==> config.mk <==
export PLATFORM = sky130hd
export DESIGN_NAME = pru_ctrl
export DESIGN_NICKNAME = d
export VERILOG_FILES = /design/src/rtl/pru_pkg.sv /design/src/rtl/pru_ctrl.sv
export SDC_FILE = /design/constraint.sdc
export NUM_CORES = 1
export LEC_CHECK = 0
export BUFFER_PORTS_ARGS = -buffer_cell sky130_fd_sc_hd__buf_2
export CAP_MARGIN = 30
export CORE_ASPECT_RATIO = 1.2
export CORE_MARGIN = 5
export CORE_UTILIZATION = 50
export DETAILED_ROUTE_END_ITERATION = 7
export PLACE_DENSITY = 0.71
export SLEW_MARGIN = 40
export SYNTH_ARGS = -nofsm -noshare
export SYNTH_HDL_FRONTEND = slang
export SYNTH_SLANG_ARGS = --single-unit
==> constraint.sdc <==
create_clock -name i_clk -period 3.55 [get_ports i_clk]
set_clock_uncertainty 0.2 [all_clocks]
set_input_delay 0 -clock i_clk [delete_from_list [all_inputs] [get_ports i_clk]]
set_output_delay 0 -clock i_clk [all_outputs]
set_load 0.01 [all_outputs]
==> src/rtl/pru_pkg.sv <==
// Shared types, constants and codes for the particle ring update core.
// Used by pru_ctrl, pru_dpath and particle_ring_update_core; depends on nothing.
`timescale 1ns / 1ps

package pru_pkg;

    // Sizes fixed by the field widths.
    localparam int unsigned MAX_PARTICLES_DEF = 64;
    localparam int unsigned SLOT_W            = 6;
    localparam int unsigned CNT_W             = 7;
    localparam int unsigned CFG_IDX_W         = 3;
    localparam int unsigned DATA_W            = 32;
    localparam int unsigned DIV_STEPS         = 32;
    localparam int unsigned MUL_STEPS         = 16;

    // Configuration register indexes.
    localparam logic [CFG_IDX_W-1:0] CFG_LIFE_TIME   = 3'd0;
    localparam logic [CFG_IDX_W-1:0] CFG_SIZE_BIRTH  = 3'd1;
    localparam logic [CFG_IDX_W-1:0] CFG_SIZE_DEATH  = 3'd2;
    localparam logic [CFG_IDX_W-1:0] CFG_COL_BIRTH   = 3'd3;
    localparam logic [CFG_IDX_W-1:0] CFG_COL_DEATH   = 3'd4;
    localparam logic [CFG_IDX_W-1:0] CFG_ACCEL_X     = 3'd5;
    localparam logic [CFG_IDX_W-1:0] CFG_ACCEL_Y     = 3'd6;
    localparam logic [CFG_IDX_W-1:0] CFG_ACCEL_Z     = 3'd7;

    // Result kinds.
    typedef enum logic [1:0] {
        K_STATE = 2'd0,
        K_SPAWN = 2'd1,
        K_FULL  = 2'd2,
        K_NONE  = 2'd3
    } t_kind;

    // Steps of the shared multiplier for one particle.
    typedef enum logic [3:0] {
        M_TT, M_VX, M_VY, M_VZ, M_ALX, M_ALY, M_ALZ, M_AHX, M_AHY, M_AHZ,
        M_SIZE, M_CR0, M_CR1, M_CR2, M_CR3, M_SPIN
    } t_mstep;

    // Datapath operations issued by the controller.
    typedef enum logic [3:0] {
        OP_IDLE, OP_LATCH, OP_SPAWN, OP_READ, OP_AGE, OP_DIV, OP_MUL, OP_FIN, OP_END
    } t_op;

    typedef struct packed {
        t_op               op;
        logic [SLOT_W-1:0] addr;
        t_mstep            mstep;
        logic              full;
    } t_cmd;

    typedef struct packed {
        logic retire;
        logic out_free;
        logic pend_v;
    } t_stat;

    typedef struct packed {
        logic [31:0] life_time;
        logic [31:0] size_birth;
        logic [31:0] size_death;
        logic [31:0] col_birth;
        logic [31:0] col_death;
        logic [31:0] accel_x;
        logic [31:0] accel_y;
        logic [31:0] accel_z;
    } t_cfg;

    typedef struct packed {
        logic [31:0] time_step;
        logic [31:0] origin_x;
        logic [31:0] origin_y;
        logic [31:0] origin_z;
        logic [31:0] speed_x;
        logic [31:0] speed_y;
        logic [31:0] speed_z;
        logic [31:0] spin_begin;
        logic [31:0] spin_end;
    } t_item;

    typedef struct packed {
        t_kind             kind;
        logic [SLOT_W-1:0] slot;
        logic [31:0]       place_x;
        logic [31:0]       place_y;
        logic [31:0]       place_z;
        logic [31:0]       scale;
        logic [31:0]       tint;
        logic [31:0]       spin;
        logic              last;
    } t_result;

endpackage

==> src/rtl/pru_ctrl.sv <==
// Controller of the particle ring update core: sequencing state machine and ring pointers.
// Depends on pru_pkg; drives pru_dpath through command and status structs.
`timescale 1ns / 1ps

module pru_ctrl #(
    parameter int unsigned MAX_PARTICLES = pru_pkg::MAX_PARTICLES_DEF
) (
    input  logic                       i_clk,
    input  logic                       i_rst_n,
    input  logic                       i_valid,
    input  logic                       i_action,
    output logic                       o_ready,
    input  pru_pkg::t_stat             i_stat,
    output pru_pkg::t_cmd              o_cmd,
    output logic [pru_pkg::CNT_W-1:0]  o_live
);

    typedef enum logic [3:0] {
        S_IDLE, S_SPAWN, S_READ, S_AGE, S_DIV, S_MUL, S_FIN, S_NEXT, S_END
    } t_state;

    localparam logic [pru_pkg::SLOT_W-1:0] LAST_SLOT = pru_pkg::SLOT_W'(MAX_PARTICLES - 1);
    localparam logic [pru_pkg::CNT_W-1:0]  MAX_CNT   = pru_pkg::CNT_W'(MAX_PARTICLES);

    t_state                      r_state;
    logic [pru_pkg::SLOT_W-1:0]  r_alive;
    logic [pru_pkg::SLOT_W-1:0]  r_dead;
    logic [pru_pkg::SLOT_W-1:0]  r_slot;
    logic [pru_pkg::CNT_W-1:0]   r_live;
    logic [pru_pkg::CNT_W-1:0]   r_k;
    logic [pru_pkg::CNT_W-1:0]   r_total;
    logic [4:0]                  r_cnt;
    logic                        w_full;

    function automatic logic [pru_pkg::SLOT_W-1:0] next_slot(
        input logic [pru_pkg::SLOT_W-1:0] s
    );
        return (s == LAST_SLOT) ? '0 : s + 1'b1;
    endfunction

    assign w_full  = (r_live >= MAX_CNT);
    assign o_ready = (r_state == S_IDLE);
    assign o_live  = r_live;

    // Command decode for the datapath.
    always_comb begin
        o_cmd       = '0;
        o_cmd.op    = pru_pkg::OP_IDLE;
        o_cmd.mstep = pru_pkg::t_mstep'(r_cnt[3:0]);
        o_cmd.addr  = r_slot;
        o_cmd.full  = w_full;
        case (r_state)
            S_IDLE: begin
                if (i_valid) o_cmd.op = pru_pkg::OP_LATCH;
            end
            S_SPAWN: begin
                o_cmd.op   = pru_pkg::OP_SPAWN;
                o_cmd.addr = r_dead;
            end
            S_READ:  o_cmd.op = pru_pkg::OP_READ;
            S_AGE:   o_cmd.op = pru_pkg::OP_AGE;
            S_DIV:   o_cmd.op = pru_pkg::OP_DIV;
            S_MUL:   o_cmd.op = pru_pkg::OP_MUL;
            S_FIN:   o_cmd.op = pru_pkg::OP_FIN;
            S_END:   o_cmd.op = pru_pkg::OP_END;
            default: o_cmd.op = pru_pkg::OP_IDLE;
        endcase
    end

    // State, ring pointers and step counters.
    always_ff @(posedge i_clk) begin
        if (!i_rst_n) begin
            r_state <= S_IDLE;
            r_alive <= '0;
            r_dead  <= '0;
            r_live  <= '0;
            r_slot  <= '0;
            r_k     <= '0;
            r_total <= '0;
            r_cnt   <= '0;
        end else begin
            case (r_state)
                S_IDLE: begin
                    if (i_valid) begin
                        if (i_action) begin
                            r_state <= S_SPAWN;
                        end else begin
                            r_total <= r_live;
                            r_k     <= '0;
                            r_slot  <= r_alive;
                            r_state <= (r_live == '0) ? S_END : S_READ;
                        end
                    end
                end
                S_SPAWN: begin
                    if (i_stat.out_free) begin
                        if (!w_full) begin
                            r_dead <= next_slot(r_dead);
                            r_live <= r_live + 1'b1;
                        end
                        r_state <= S_IDLE;
                    end
                end
                S_READ: r_state <= S_AGE;
                S_AGE: begin
                    r_cnt <= '0;
                    if (i_stat.retire) begin
                        r_alive <= next_slot(r_alive);
                        r_live  <= r_live - 1'b1;
                        r_state <= S_NEXT;
                    end else begin
                        r_state <= S_DIV;
                    end
                end
                S_DIV: begin
                    if (r_cnt == 5'(pru_pkg::DIV_STEPS - 1)) begin
                        r_cnt   <= '0;
                        r_state <= S_MUL;
                    end else begin
                        r_cnt <= r_cnt + 1'b1;
                    end
                end
                S_MUL: begin
                    r_cnt <= r_cnt + 1'b1;
                    if (r_cnt == 5'(pru_pkg::MUL_STEPS - 1)) r_state <= S_FIN;
                end
                S_FIN: begin
                    if (!i_stat.pend_v || i_stat.out_free) r_state <= S_NEXT;
                end
                S_NEXT: begin
                    r_slot  <= next_slot(r_slot);
                    r_k     <= r_k + 1'b1;
                    r_state <= (r_k + 1'b1 == r_total) ? S_END : S_READ;
                end
                S_END: begin
                    if (i_stat.out_free) r_state <= S_IDLE;
                end
                default: r_state <= S_IDLE;
            endcase
        end
    end

endmodule

; Yosys cells after proc, flatten, opt, wreduce, memory -nomap -nowiden
; Cells that the tools add are included.
[totals]
memories = 0
word_cells = 83
ram_bits = 0
romBits = 0
latch_bits = 0
ff_bits = 48
[op_classes]
n_lt_le_gt_ge = 1
n_bitwise = 2
div = 0
multipliers = 0
n_mux = 28
addsub = 7
shift = 0
reduce_logical = 14
eq_ne = 23
[ops]
columns = cell, n
row1 = $pmux 4 s8, 2
row2 = $mux 6, 6
row3 = $mux 7, 5
row4 = $mux 4, 8
row5 = $pmux 7 s2, 2
row6 = $add 6x1->6 const B, 3
row7 = $eq 6x6->1 const B, 3
row8 = $eq 4x3->1 const B, 4
row9 = $ne 2x2->1 const B, 8
row10 = $pmux 5 s3, 1
row11 = $add 7x1->7 const B, 2
row12 = $pmux 6 s2, 1
row13 = $reduce_and 3->1, 3
row14 = $eq 4x2->1 const B, 2
row15 = $eq 7x7->1, 1
row16 = $ge 7x7->1 const B, 1
row17 = $logic_not 7->1, 1
row18 = $sub 7x1->7 const B, 1
row19 = $add 5x1->5 const B, 1
row20 = $eq 5x4->1 const B, 1
row21 = $eq 5x5->1 const B, 1
row22 = $mux 5, 1
row23 = $reduce_and 5->1, 1
row24 = $eq 4x1->1 const B, 1
row25 = 13 further kinds, 15

; Depth between registers and ports, before layout
[logic_depth]
ltp_word = 5
depth_mapped = 9
depth_no_buf = 8

; Worst setup path after synthesis
; No wires, ideal clock.
[synth_path]
kind = register to register
start = reg r_cnt[0]
end = reg r_state[3]
required_time_ns = 3.228
slack_ns = 1.075
path_stages_with_launch = 9
period_less_slack_ns = 2.475
t_arrival_ns = 2.153
path_cell_list = dfxtp_1 ha_1 and3_1 ha_1 mux2_4 or4_4 and4_4 and4_1 a311o_1
[synth_between]
elab_chain_len = 3
[synth_rtl]
columns = element, line
row1 = "start, declared", pru_ctrl.sv:32  ; logic [4:0] r_cnt;
row2 = "start signal, assigned", pru_ctrl.sv:120  ; r_cnt <= r_cnt + 1'b1;
row3 = "start signal, assigned", pru_ctrl.sv:124  ; r_cnt <= r_cnt + 1'b1;
row4 = $eq 5x4->1 / $eq 5x5->1 (equally long branches), "pru_ctrl.sv:125, pru_ctrl.sv:116"
row5 = $ne 2x2->1 (no source line), -
row6 = $reduce_and 5->1 (no source line) (*), -
row7 = "end signal, assigned", pru_ctrl.sv:91  ; r_state <= (r_live == '0) ? S_END : S_READ;
row8 = "end signal, assigned", pru_ctrl.sv:133  ; r_state <= (r_k + 1'b1 == r_total) ? S_END : S_READ;
row9 = "end, declared", pru_ctrl.sv:25  ; t_state r_state;
; Every way passes the cells marked *; elsewhere a longest branch is shown, timed or not.
; A chain may end at the register's enable or synchronous reset.

; Worst setup path after layout
[layout_path]
start = reg r_cnt[0]
end = reg r_state[1]
; Same word-level chain as after synthesis.

==> impl_metrics.csv <==
group,metric,value,unit
floorplanning,die_area,7370,sq um
placed_design,place_area,2997,sq um
clock_network,htree_levels,2,
critical_path,reg2reg_depth,9,
finish,area_growth,8.881,%
pwr,p_int,758.0,uW
pwr,power.total,1.043,mW
synthesis,synth_common_cells,"48 x dfxtp_1, 44 x nand2_1, 34 x nor2_1, 21 x a21oi_1, 19 x o21ai_0",
route,via_per_inst,5.667,
synthesis,ys_async_sr_fraction,0,
clock_network,cts-resized-gates,0,
finish,layout-drive-gt1-share,0.1425,
timing,setup_violations,0,
route,drtIter0Drc,141,
floorplanning,die_y,93.05,um
pwr,switching_power,285.1,uW
synthesis,synth-adder-area-share,0.05921,
placed_design,dpl.cell_count,424,
finish,antenna_cells,0,
synthesis,synth-main-ff-cell,"dfxtp_1",
synthesis,synth_area,2874,sq um
critical_path,crit_path_max_fanout,4,
critical_path,worst-path-buf-inv,1,
timing,rsz0062_at_grt,"no",
pwr,netSwitchingFraction,0.2733,
critical_path,cp-endpoint,"r_state[1]",
status,status,"finished clean",
global_route,overflow,0,
critical_path,rrSetupSlack,670,ps
synthesis,synth_cell_type_count,62,
timing,relSlewSlack,0.5647,
global_route,grt_pass1_vias,2266,
synthesis,synthSimpleGateAreaFrac,0.2495,
route,final_antenna_net_count,0,
synthesis,synth.area.top_cells,"dfxtp_1 33%, nand2_1 5.7%, ha_1 5.2%",
floorplanning,coreArea,5630,sq um
placed_design,portBuffers,29,
timing,slew_viol_final,0,
synthesis,syn-num-nets,372,
synthesis,synth_edf_count,0,
route,drc,0,
floorplanning,io_pins,30,
synthesis,yosys.area.top_type,"dfxtp_1",
synthesis,synth_mux_area_frac,0.04876,
min_path,hold_class,"in2reg",
critical_path,crit_cells,9,
critical_path,crit-reg2reg-launch,"r_cnt[0]",
critical_path,slowest_delay,570,ps
finish,fin_nets,391,
critical_path,end_kind,"flip-flop",
route,drt-wirelength-per-cell,14.37,um
finish,fin_cells,436,
global_route,antenna_found_initial,0,
clock_network,ctsHoldBuffers,4,
clock_network,numCtsBuffers,5,
floorplanning,chipWidth,79.21,um
job,max_cap_violations,0,
clock_network,clock_latency,300,ps
global_route,grt_use_total,0.1744,
floorplanning,initial_utilization,0.5104,
clock_network,cts.path.max_buffers,2,
timing,hold_viol,0,
synthesis,ys_warn_count,0,
synthesis,synth_compound_area_frac,0.1741,
global_route,grt_pass1_wl,10350,um
pwr,max-vdd-ir-drop,0.1406,mV
finish,finalInstanceArea,3129,sq um
pwr,pwr-share-clk,0.330,
clock_network,path_clk_slew,90,ps
critical_path,critPathKind,"reg2reg",
timing,worstMarginPinSlew,651.1,ps
pwr,power_frac_seq,0.543,
timing,period_needed,2882,ps
synthesis,synth.top_cell.area_share,0.3343,
synthesis,synth_top_family_by_area,"simple AND/OR/NAND/NOR gates",
critical_path,cpMaxStageDelayCell,"dlygate4sd3_1",
synthesis,synth_xor_xnor_area_share,0.07619,
finish,fillers,554,
clock_network,tritoncts,"done",
synthesis,ys_ff_latch,48,
route,routed_wl,6266,um
global_route,grt_max_degree,24,
route,firstDrtPassIters,4,
pwr,leakage,1.294,nW
critical_path,cp_top_family,"simple AND/OR/NAND/NOR gates",
pwr,p_per_area,333.3,nW/um^2
pwr,p_comb_frac,0.127,
clock_network,cts_setup_buffers,0,
synthesis,syn-mean-instance-area,8.165,sq um
critical_path,start_kind,"flip-flop",
critical_path,crit_top_cell,"ha_1",
placed_design,preCtsSetupSlack,773.3,ps
timing,clock.fmax,0.3470,GHz
synthesis,yosysSeqAreaShare,0.3343,
critical_path,path_cells,"ha_1 > and3_1 > ha_1 > mux2_4 > or4_4 > and4_4 > o21ai_0 > o211ai_1 > dlygate4sd3_1",
timing,whs,6.160,ps
critical_path,r2r-end,"r_state[1]",
critical_path,cp.required,3550,ps
placed_design,place_hpwl,4525,um
route,num_vias,2471,
synthesis,yosysMostFrequentCell,"dfxtp_1",
timing,tns,0,ps
placed_design,gp_congestion,0.8853,
timing,fin_ws,668.4,ps
critical_path,arrival,2880,ps
timing,fin_crit_sh,0.8117,
synthesis,synth_cells,352,
clock_network,root_buffer,"clkbuf_8",
clock_network,cts.sinks,48,
floorplanning,rows,30,
critical_path,crit_path_start,"r_cnt[0]",
finish,final_core_util,0.5558,
worst min path at each step:
| stage | from | endpoint | slack [ps] | cells after the start |
|---|---|---|---|---|
| after floorplan | i_rst_n | r_slot[1] | 3 | 2 |
| after global placement | i_valid | o_cmd[11] | 230 | 4 |
| after detailed placement | i_valid | o_cmd[11] | 230 | 4 |
| after CTS | i_stat[1] | r_state[0] | 0.03 | 4 |
| after global routing | i_stat[1] | r_state[0] | 3 | 4 |
| final | i_stat[1] | r_state[0] | 6 | 4 |
final cells by class:
type | count | area (sq um) | share of cell area
flip-flops and latches | 48 | 960.9 | 0.3071
clock buffers | 6 | 82.58 | 0.02639
inverters | 11 | 41.29 | 0.01319
clock inverters | 2 | 10.01 | 0.003199
repair buffers | 36 | 207.7 | 0.06637
multi-input cells | 269 | 1747 | 0.5582
well taps | 64 | 80.08 | 0.02559
placed cells by master (no fill, tap or decap), drive strengths merged, types with 2 or more instances in the layout:
cell and count:
dfxtp 48, nand2 44, nor2 35, buf 32
o21ai 22, a21oi 21, xor2 13, xnor2 12
ha 12, inv 11, nand3 9, and3 8
mux2i 8, nor2b 7, a21boi 7, nand4 6
clkbuf 6, nor3 5, and2 5, mux2 5
o21a 4, dlygate4sd3 4, and4 4, a211oi 3
nor4 3, or4 3, nand3b 2, a31oi 2
a211o 2, o211ai 2, a32oi 2, clkinv 2
nor4b 2
registers in the layout (all words and copies together), names as in the netlist:
| register | cells |
|---|---|
| r_k | 7 |
| r_alive | 6 |
| r_dead | 6 |
| r_total | 7 |
| r_cnt | 5 |
| o_live | 7 |
| r_state | 4 |
| r_slot | 6 |
power groups by stage:
stage	registers, mW	clock network, mW	logic (mW)
floorplan	0.568	0	0.103
global placement	0.579	0	0.128
detailed placement	0.579	0	0.130
CTS	0.567	0.356	0.134
global route	0.570	0.378	0.148
finish	0.567	0.344	0.133
worst register-to-register path: cells and delay by family (launching register included):
family / cells / cell delay (ps)
simple gates: 3 / 830
mux: 1 / 260
fa+ha+maj: 2 / 400
compound gates: 2 / 170
flops: 1 / 350
buf+inv: 1 / 570
kinds of logic (layout without fill, tap and decap cells):
| logic type | Yosys count | after routing |
|---|---|---|
| buffers and inverters | 35 | 55 |
| XOR/XNOR | 25 | 25 |
| multiplexers | 13 | 13 |
| flip-flops | 48 | 48 |
| AND/OR/NAND/NOR | 140 | 140 |
| adder cells (fa/ha/maj) | 13 | 13 |
| AO/OA/AOI/OAI | 78 | 78 |
metal layers:
metal | global-route usage | vias up | share of wire | routed length (um)
li1 | - | 1271 | - | -
met1 | 0.2180 | 1151 | 0.47 | 2943
met2 | 0.3062 | 40 | 0.49 | 3040
met3 | 0.02890 | 9 | 0.032 | 203
met4 | 0.05014 | 0 | 0.012 | 78
met5 | 0 | - | 0 | 0
Power figures use the tool's default switching activity.
